<file path="src/hdl/mfe_pkg.sv">
// mfe_pkg: shared types, constants and helpers of the mesh feature edge extractor
// used by mfe_ctrl, mfe_datapath and the top level; no dependencies

package mfe_pkg;

    // edge table size, a power of two
    localparam int EDGE_SLOTS = 4096;
    localparam int SLOT_W     = $clog2(EDGE_SLOTS);
    localparam int CNT_W      = SLOT_W + 1;
    localparam int COUNT_W    = 13;
    localparam int COUNT_MAX  = 8191;

    // coordinate and cross product widths
    localparam int COORD_BITS = 24;
    localparam int DIFF_W     = COORD_BITS + 1;
    localparam int PROD_W     = 2 * DIFF_W;
    localparam int MAG_W      = PROD_W + 1;

    localparam logic [63:0] FNV_OFFSET  = 64'd1469598103934665603;
    localparam logic [63:0] FNV_LOW     = 64'h1B3;
    localparam int          FNV_SHIFT   = 40;
    localparam logic [63:0] SCALE_LIMIT = 64'd1 << 30;
    localparam logic [15:0] CREASE_RESET = 16'd30802;

    typedef enum logic [1:0] {
        CMD_ADD   = 2'd0,
        CMD_READ  = 2'd1,
        CMD_CLEAR = 2'd2,
        CMD_NOP   = 2'd3
    } cmd_t;

    typedef enum logic [4:0] {
        ST_CLEAR, ST_IDLE, ST_DIFF, ST_CROSS, ST_MAG, ST_SCALE, ST_SUMSQ, ST_SQRT,
        ST_DIV_INIT, ST_DIV, ST_HASH, ST_EKEY, ST_PROBE_RD, ST_PROBE_CHK, ST_DOT,
        ST_DOT_WR, ST_NEXT_EDGE, ST_RD_ADDR, ST_RD_CHK, ST_RD_OUT
    } state_t;

    typedef enum logic [4:0] {
        OP_NONE, OP_ACCEPT, OP_CLEAR, OP_DIFF, OP_CROSS, OP_MAG, OP_SCALE, OP_SUMSQ,
        OP_SQRT, OP_DIV_INIT, OP_DIV, OP_HASH, OP_EKEY, OP_PROBE_RD, OP_PROBE_CHK,
        OP_DOT, OP_DOT_WR, OP_NEXT_EDGE, OP_RD_ADDR, OP_RD_CHK, OP_EMIT
    } dp_op_t;

    // one edge table entry
    typedef struct packed {
        logic        valid;
        logic [63:0] key;
        logic [63:0] ends;
        logic [47:0] normal;
        logic [1:0]  faces;
        logic        crease;
    } slot_t;

    // datapath status seen by the controller
    typedef struct packed {
        logic corner_full;
        logic big;
        logic degen;
        logic cross_last;
        logic sumsq_last;
        logic sqrt_last;
        logic div_last;
        logic k_last;
        logic hash_last;
        logic empty;
        logic match;
        logic probe_last;
        logic solid;
        logic dot_last;
        logic e_last;
        logic cur_end;
        logic feature;
        logic clr_last;
        logic out_free;
    } dp_status_t;

    // multiply by the 64-bit hash prime, which is 2^40 + 0x1b3
    function automatic logic [63:0] fnv_mul(input logic [63:0] x);
        logic [63:0] lowp;
        lowp = 64'(x * FNV_LOW);
        return (x << FNV_SHIFT) + lowp;
    endfunction

    function automatic logic [63:0] sext64(input logic [COORD_BITS-1:0] x);
        return {{(64-COORD_BITS){x[COORD_BITS-1]}}, x};
    endfunction

endpackage

</file>
<file path="src/hdl/mfe_ctrl.sv">
// mfe_ctrl: sequencing state machine of the mesh feature edge extractor
// depends on mfe_pkg; drives datapath ops, reads datapath status

module mfe_ctrl (
    input  logic                aclk,
    input  logic                aresetn,
    input  logic                in_valid,
    input  mfe_pkg::cmd_t       in_cmd,
    input  mfe_pkg::dp_status_t st,
    output logic                in_ready,
    output mfe_pkg::dp_op_t     op
);

    mfe_pkg::state_t state_reg, state_next;

    // state register, reset starts the table clearing pass
    always_ff @(posedge aclk) begin
        if (!aresetn) begin
            state_reg <= mfe_pkg::ST_CLEAR;
        end else begin
            state_reg <= state_next;
        end
    end

    // next state and datapath op
    always_comb begin
        state_next = state_reg;
        op         = mfe_pkg::OP_NONE;
        in_ready   = 1'b0;
        unique case (state_reg)
            mfe_pkg::ST_CLEAR: begin
                op = mfe_pkg::OP_CLEAR;
                if (st.clr_last) state_next = mfe_pkg::ST_IDLE;
            end
            mfe_pkg::ST_IDLE: begin
                in_ready = 1'b1;
                if (in_valid) begin
                    op = mfe_pkg::OP_ACCEPT;
                    case (in_cmd)
                        mfe_pkg::CMD_ADD: begin
                            if (st.corner_full) state_next = mfe_pkg::ST_DIFF;
                        end
                        mfe_pkg::CMD_READ:  state_next = mfe_pkg::ST_RD_ADDR;
                        mfe_pkg::CMD_CLEAR: state_next = mfe_pkg::ST_CLEAR;
                        default: ;
                    endcase
                end
            end
            mfe_pkg::ST_DIFF: begin
                op = mfe_pkg::OP_DIFF;
                state_next = mfe_pkg::ST_CROSS;
            end
            mfe_pkg::ST_CROSS: begin
                op = mfe_pkg::OP_CROSS;
                if (st.cross_last) state_next = mfe_pkg::ST_MAG;
            end
            mfe_pkg::ST_MAG: begin
                op = mfe_pkg::OP_MAG;
                state_next = mfe_pkg::ST_SCALE;
            end
            mfe_pkg::ST_SCALE: begin
                op = mfe_pkg::OP_SCALE;
                if (st.degen) state_next = mfe_pkg::ST_HASH;
                else if (!st.big) state_next = mfe_pkg::ST_SUMSQ;
            end
            mfe_pkg::ST_SUMSQ: begin
                op = mfe_pkg::OP_SUMSQ;
                if (st.sumsq_last) state_next = mfe_pkg::ST_SQRT;
            end
            mfe_pkg::ST_SQRT: begin
                op = mfe_pkg::OP_SQRT;
                if (st.sqrt_last) state_next = mfe_pkg::ST_DIV_INIT;
            end
            mfe_pkg::ST_DIV_INIT: begin
                op = mfe_pkg::OP_DIV_INIT;
                state_next = mfe_pkg::ST_DIV;
            end
            mfe_pkg::ST_DIV: begin
                op = mfe_pkg::OP_DIV;
                if (st.div_last) begin
                    state_next = st.k_last ? mfe_pkg::ST_HASH : mfe_pkg::ST_DIV_INIT;
                end
            end
            mfe_pkg::ST_HASH: begin
                op = mfe_pkg::OP_HASH;
                if (st.hash_last) state_next = mfe_pkg::ST_EKEY;
            end
            mfe_pkg::ST_EKEY: begin
                op = mfe_pkg::OP_EKEY;
                state_next = mfe_pkg::ST_PROBE_RD;
            end
            mfe_pkg::ST_PROBE_RD: begin
                op = mfe_pkg::OP_PROBE_RD;
                state_next = mfe_pkg::ST_PROBE_CHK;
            end
            mfe_pkg::ST_PROBE_CHK: begin
                op = mfe_pkg::OP_PROBE_CHK;
                if (st.empty) state_next = mfe_pkg::ST_NEXT_EDGE;
                else if (st.match) begin
                    state_next = st.solid ? mfe_pkg::ST_DOT : mfe_pkg::ST_NEXT_EDGE;
                end else if (st.probe_last) state_next = mfe_pkg::ST_NEXT_EDGE;
                else state_next = mfe_pkg::ST_PROBE_RD;
            end
            mfe_pkg::ST_DOT: begin
                op = mfe_pkg::OP_DOT;
                if (st.dot_last) state_next = mfe_pkg::ST_DOT_WR;
            end
            mfe_pkg::ST_DOT_WR: begin
                op = mfe_pkg::OP_DOT_WR;
                state_next = mfe_pkg::ST_NEXT_EDGE;
            end
            mfe_pkg::ST_NEXT_EDGE: begin
                op = mfe_pkg::OP_NEXT_EDGE;
                state_next = st.e_last ? mfe_pkg::ST_IDLE : mfe_pkg::ST_EKEY;
            end
            mfe_pkg::ST_RD_ADDR: begin
                op = mfe_pkg::OP_RD_ADDR;
                state_next = st.cur_end ? mfe_pkg::ST_RD_OUT : mfe_pkg::ST_RD_CHK;
            end
            mfe_pkg::ST_RD_CHK: begin
                op = mfe_pkg::OP_RD_CHK;
                state_next = st.feature ? mfe_pkg::ST_RD_OUT : mfe_pkg::ST_RD_ADDR;
            end
            mfe_pkg::ST_RD_OUT: begin
                if (st.out_free) begin
                    op = mfe_pkg::OP_EMIT;
                    state_next = mfe_pkg::ST_IDLE;
                end
            end
            default: state_next = mfe_pkg::ST_CLEAR;
        endcase
    end

endmodule

</file>
<file path="config.mk">
export PLATFORM = sky130hd
export DESIGN_NAME = mfe_ctrl
export DESIGN_NICKNAME = d
export VERILOG_FILES = /design/src/hdl/mfe_pkg.sv /design/src/hdl/mfe_ctrl.sv
export SDC_FILE = /design/constraint.sdc
export NUM_CORES = 1
export LEC_CHECK = 0
export ABC_AREA = 1
export BUFFER_PORTS_ARGS = -buffer_cell sky130_fd_sc_hd__buf_2
export CAP_MARGIN = 20
export CORE_MARGIN = 2
export CORE_UTILIZATION = 52
export DETAILED_ROUTE_END_ITERATION = 6
export GPL_TIMING_DRIVEN = 1
export PLACE_DENSITY = 0.83
export SYNTH_ARGS = -nofsm -noshare
export SYNTH_HDL_FRONTEND = slang
export SYNTH_SLANG_ARGS = --single-unit
export TNS_END_PERCENT = 20
</file>
<file path="constraint.sdc">
create_clock -name aclk -period 2.8 [get_ports aclk]
set_clock_uncertainty 0.1 [all_clocks]
set_input_delay 0.14 -clock aclk [delete_from_list [all_inputs] [get_ports aclk]]
set_output_delay 0.14 -clock aclk [all_outputs]
set_load 0.01 [all_outputs]
</file>
== After elaboration in Yosys (flattened, before gate mapping) ==
Index checks and enable logic that the tools add are counted.
Cells by class
  add/subtract/negate cells: 0
  $mul: 0
  div/mod/pow operators: 0
  magnitude comparators: 0
  eq/ne operators: 33
  shift-type cells: 0
  muxes and demuxes: 26
  bitwise operators: 0
  reductions and logical operators: 3
Operators by type and width (count)
  case mux 5 bit (20 select lines): 2
  2-to-1 mux 5 bit: 17
  == test 5 x 4 -> 1 bit, second input constant: 8
  == test 5 x 3 -> 1 bit, second input constant: 4
  == test 5 bit, second input constant: 4
  != test 2 bit, second input constant: 9
  case mux 5 bit (3 select lines): 1
  AND reduction 12 bit: 1
  == test 5 x 2 -> 1 bit, second input constant: 2
  != test 3 bit, second input constant: 2
  == test 5 x 1 -> 1 bit, second input constant: 1
  zero test 5 bit: 1
  2-to-1 mux 2 bit: 2
  2-to-1 mux 4 bit: 1
  != test 4 x 2 -> 1 bit, second input constant: 1
  2-to-1 mux 1 bit: 3
  == test 2 x 1 -> 1 bit, second input constant: 1
  == test 2 bit, second input constant: 1
  zero test 2 bit: 1
Word-level totals
  register bits: 5
  latch bits: 0
  memory bits (writable): 0
  bits in read-only memories: 0
  input bits: 24
  output and inout port bits: 6
  logic and storage cells: 63
  memories: 0

== Depth between registers and ports, before layout ==
  depth after elaboration: 4
  gate-level depth with buffers: 12
  mapped depth without buffers: 12

== Worst setup path after synthesis ==
No wires, ideal clock.
  path type: flip-flop to flip-flop
  start point: register state_reg[1]
  end point: register state_reg[3]
  library setup time: 113 ps
  arrival: 1220 ps
  required time: 2587 ps
  slack: 1367 ps
  stages on the path, launching flop included: 13
  buffers on the path: 1
  clock period less this slack: 1433 ps
  cells stage by stage: dfxtp_1 -> buf_4 -> inv_1 -> nand2_1 -> nor2_2 -> nand3_1 -> nand2_1 -> nor2_1 -> nand2_1 -> nor2_4 -> nand2_1 -> nand2_1 -> nor2_1
On the way
  word-level cells in the longest chain between the ends: 3
  elaborated cells between the ends (all ways): 34
  those cells by class: 31 x eq/ne; 1 x mux; 2 x reduce/logical
Ends and longest elaborated chain
  from (decl): line mfe_ctrl.sv:14  | mfe_pkg::state_t state_reg, state_next;
  from (signal assigned): line mfe_ctrl.sv:19  | state_reg <= mfe_pkg::ST_CLEAR;
  from (signal assigned): line mfe_ctrl.sv:21  | state_reg <= state_next;
  == test 5 x 1 -> 1 bit, or another cell as far along: line mfe_ctrl.sv:30  | unique case (state_reg)
  != test 4 x 2 -> 1 bit (no line), or another cell as far along
  AND reduction 12 bit (no line)
Parallel ways exist; a longest one is shown, timed or not.
A chain may end at the register's enable or synchronous reset.

== Worst setup path in the final report ==
  start point: register state_reg[4]
  end point: register state_reg[0]
Same word-level chain as after synthesis.

==> impl_metrics.py <==
metrics = {
    "outcome": {
        "run_status": "completed",
    },
    "logic_synthesis": {
        "synth_cell_type_count": 21,
        "synth-compound-area-share_pct": 8.33,
        "synth_edf_count": 0,
        "adder_cell_share_of_the_synthesized_area_pct": 3.03,
        "synthesis.nets": 188,
        "synth.mux.area_fraction_pct": 0,
        "postSynthAreaPerCell_sq_um": 5.10,
        "synthesized_area_sq_um": 826,
        "yosysWarnings": 0,
        "postSynthCellCount": 162,
        "yosys_most_used_dff": "dfxtp_1",
        "synth_top_cell_by_area": "nand2_1",
        "yosys.area_share.simple_pct": 62.7,
        "async_flop_share_pct": 0,
        "ys_top_cells_by_area": "nand2_1 21%, nor2_1 14%, dfxtp_1 12%, inv_1 12%, nand3_1 9.7%",
        "synthMostInstantiatedCell": "nand2_1",
        "combinational_family_with_the_most_area_after_synthesis": "simple AND/OR/NAND/NOR gates",
        "synth-seq-cells": 5,
        "synth-xor-area-share_pct": 0,
        "netlist_top_cells_count": "47 x nand2_1, 31 x nor2_1, 26 x inv_1",
        "netlist.area_leader.share_pct": 21.4,
        "ys_seq_area_share_pct": 12.1,
    },
    "route": {
        "detailedRoute.firstIterationViolations": 98,
        "post-route-drc-count": 0,
        "num_vias": 1224,
        "first_pass_iters": 6,
        "ant_nets": 0,
        "drt-vias-per-instance": 5.86,
        "detail_route.wl_per_cell_microns": 13.0,
        "detail_route.wirelength_microns": 2720,
    },
    "worst_setup_path": {
        "critical-path-slowest-cell": "dfxtp_1",
        "worstSetupPathType": "reg -> reg",
        "crit_path_end_kind": "flop",
        "path_delay_family": "simple AND/OR/NAND/NOR gates",
        "timing.critical_path.fanout_max": 11,
        "worst-endpoint-arrival_ps": 2130,
        "worstPathCellList": "inv_1 -> nand3_2 -> inv_1 -> nand2_1 -> nand2_1 -> nor2_1 -> nand2_1 -> nor2_4 -> nand2_1 -> nand2_1 -> nor2_1",
        "cp.buffers_inverters": 2,
        "timing.critical_path.mode_cell": "nand2_1",
        "setup.reg_to_reg.worst_slack_ps": 710,
        "cpPeakStageDelay_ps": 610,
        "cp.required_ps": 2840,
        "critical_path.startpoint_type": "flop",
    },
    "worst_hold_path": {
        "timing.hold.worst.class": "in -> reg",
    },
    "pwr": {
        "power.density_mw_per_mm2": 809,
        "vdd.ir_drop.worst_mv": 0.535,
        "power.total_mw": 0.813,
        "p_leak_nw": 0.635,
    },
    "cells_and_area": {
        "antenna_cells": 0,
        "filler_cells_inserted": 149,
        "largest_register_ffs": 5,
        "layout-drive-gt1-share_pct": 20.2,
        "fin_nets": 220,
        "synthToLayoutAreaGrowth_pct": 21.7,
        "final-seq-area_sq_um": 100,
        "multi_input_area_sq_um": 612,
    },
    "die": {
        "std_cell_rows": 14,
        "die_x_microns": 43.9,
        "top_level_ports": 30,
        "chipHeight_microns": 43.9,
        "starting_density_pct": 55.5,
        "core_region_area_sq_mm": 0.00149,
        "design.die.area_sq_mm": 0.00192,
    },
    "timing": {
        "slew_at_the_pin_closest_to_its_max_slew_limit_ps": 482,
        "rsz_0062_raised_after_global_routing": "false",
        "hold_viol_final": 0,
        "maximum_clock_frequency_ghz": 0.478,
        "timing.final.crit_period_ps": 2090,
        "final.period_utilization_pct": 74.7,
        "slew_violations": 0,
        "setup_total_negative_slack_ps": 0,
        "max_slew_margin_pct": 67.8,
        "setup_viol": 0,
    },
    "clock_network": {
        "clk_root_buffer_cell": "clkbuf_4",
        "cts_max_path_buffers": 2,
        "clock_sinks": 5,
        "clkTransAtPathRegs_ps": 50,
        "cts_tree": "yes",
        "clkLatencyLatePin_ps": 250,
        "post_cts_hold_buffer_count": 0,
        "h-tree-depth": 1,
        "cts_post_setup_buffers_inserted": 0,
        "cts_buffer_count": 3,
        "cts-resized-gates": 0,
    },
    "global_route": {
        "overflow": 0,
        "antenna_found_initial": 0,
        "first_global_vias": 1096,
        "grt_first_pass_wirelength_microns": 4530,
        "grt_start_max_net_pins": 12,
        "gr-usage-all-layers_pct": 31.4,
    },
    "place": {
        "gp_congestion": 1.03,
        "number_of_port_buffers": 29,
        "post-dp-hpwl_microns": 2230,
    },
    "run": {
        "reported_max_cap_violation_count": 0,
    },
}
## cells in the final DEF, fill, tap and decap left out, types with 2 or more instances in the layout
cell / instances
nand4_1: 8
dfxtp_1: 5
a21oi_1: 2
o2111ai_1: 2
nand3b_1: 3
ha_1: 2
nor2_1: 31
nor2_4: 2
nor3_1: 3
clkbuf_4: 3
nor2_2: 3
buf_2: 29
nand3_1: 16
nand2_1: 47
o21ai_0: 5
inv_1: 26
## power breakdown
group	leakage [nW]	total [mW]	internal, mW	switching, mW
sequential	0.0414	0.155	0.0964	0.0588
clock	0.0150	0.0888	0.0542	0.0346
combinational	0.579	0.569	0.198	0.371
## routing by layer
metal / part of all wire [%] / wire length (microns) / track usage (%) / vias up
met4: 4.1 / 112 / 13.9 / 0
li1: - / - / - / 587
met3: 13 / 364 / 8.33 / 20
met2: 44 / 1210 / 50.9 / 98
met1: 38 / 1040 / 38.5 / 519
met5: 0 / 0 / 0 / -
## through the flow
stage | hold slack (ps) | util [%] | setup WS, ps | std cells | cell area, sq um
after floorplan | 160 | - | 1370 | 162 | 826
after global placement | 312 | 65.7 | 859 | 205 | 978
after detailed placement | 314 | 65.7 | 837 | 205 | 978
after CTS | 44.7 | 67.5 | 815 | 209 | 1000
after global routing | 53.5 | 67.5 | 594 | 209 | 1000
final | 49.0 | 67.5 | 710 | 209 | 1000
## kinds of logic (layout without fill, tap and decap cells)
logic type | after synthesis | in the layout
AO/OA/AOI/OAI | 11 | 11
adder cells (fa/ha/maj) | 2 | 2
flip-flops | 5 | 5
AND/OR/NAND/NOR | 115 | 115
buffers and inverters | 29 | 60
## cell type report
| class | instances | share of cell area (%) |
|---|---|---|
| Tap cell | 16 | 1.99 |
| Sequential cell | 5 | 9.96 |
| Timing Repair Buffer | 29 | 14.4 |
| Inverter | 27 | 10.1 |
| Multi-Input combinational cell | 128 | 60.9 |
| Clock buffer | 4 | 2.62 |
## worst paths after layout
kind,startpoint,endpoint,depth (start not counted)
max reg2reg,state_reg[4],state_reg[0],11
min,aresetn,state_reg[2],3
min reg2reg,state_reg[3],state_reg[3],2
max,state_reg[4],state_reg[0],11
## worst reg2reg max path: stages, from the launching register on
cell and delay (ps):
dfxtp_1 610, inv_1 220, nand3_2 160, inv_1 120, nand2_1 90, nand2_1 50
nor2_1 160, nand2_1 130, nor2_4 160, nand2_1 80, nand2_1 60, nor2_1 40
Power figures use the tool's default switching activity.
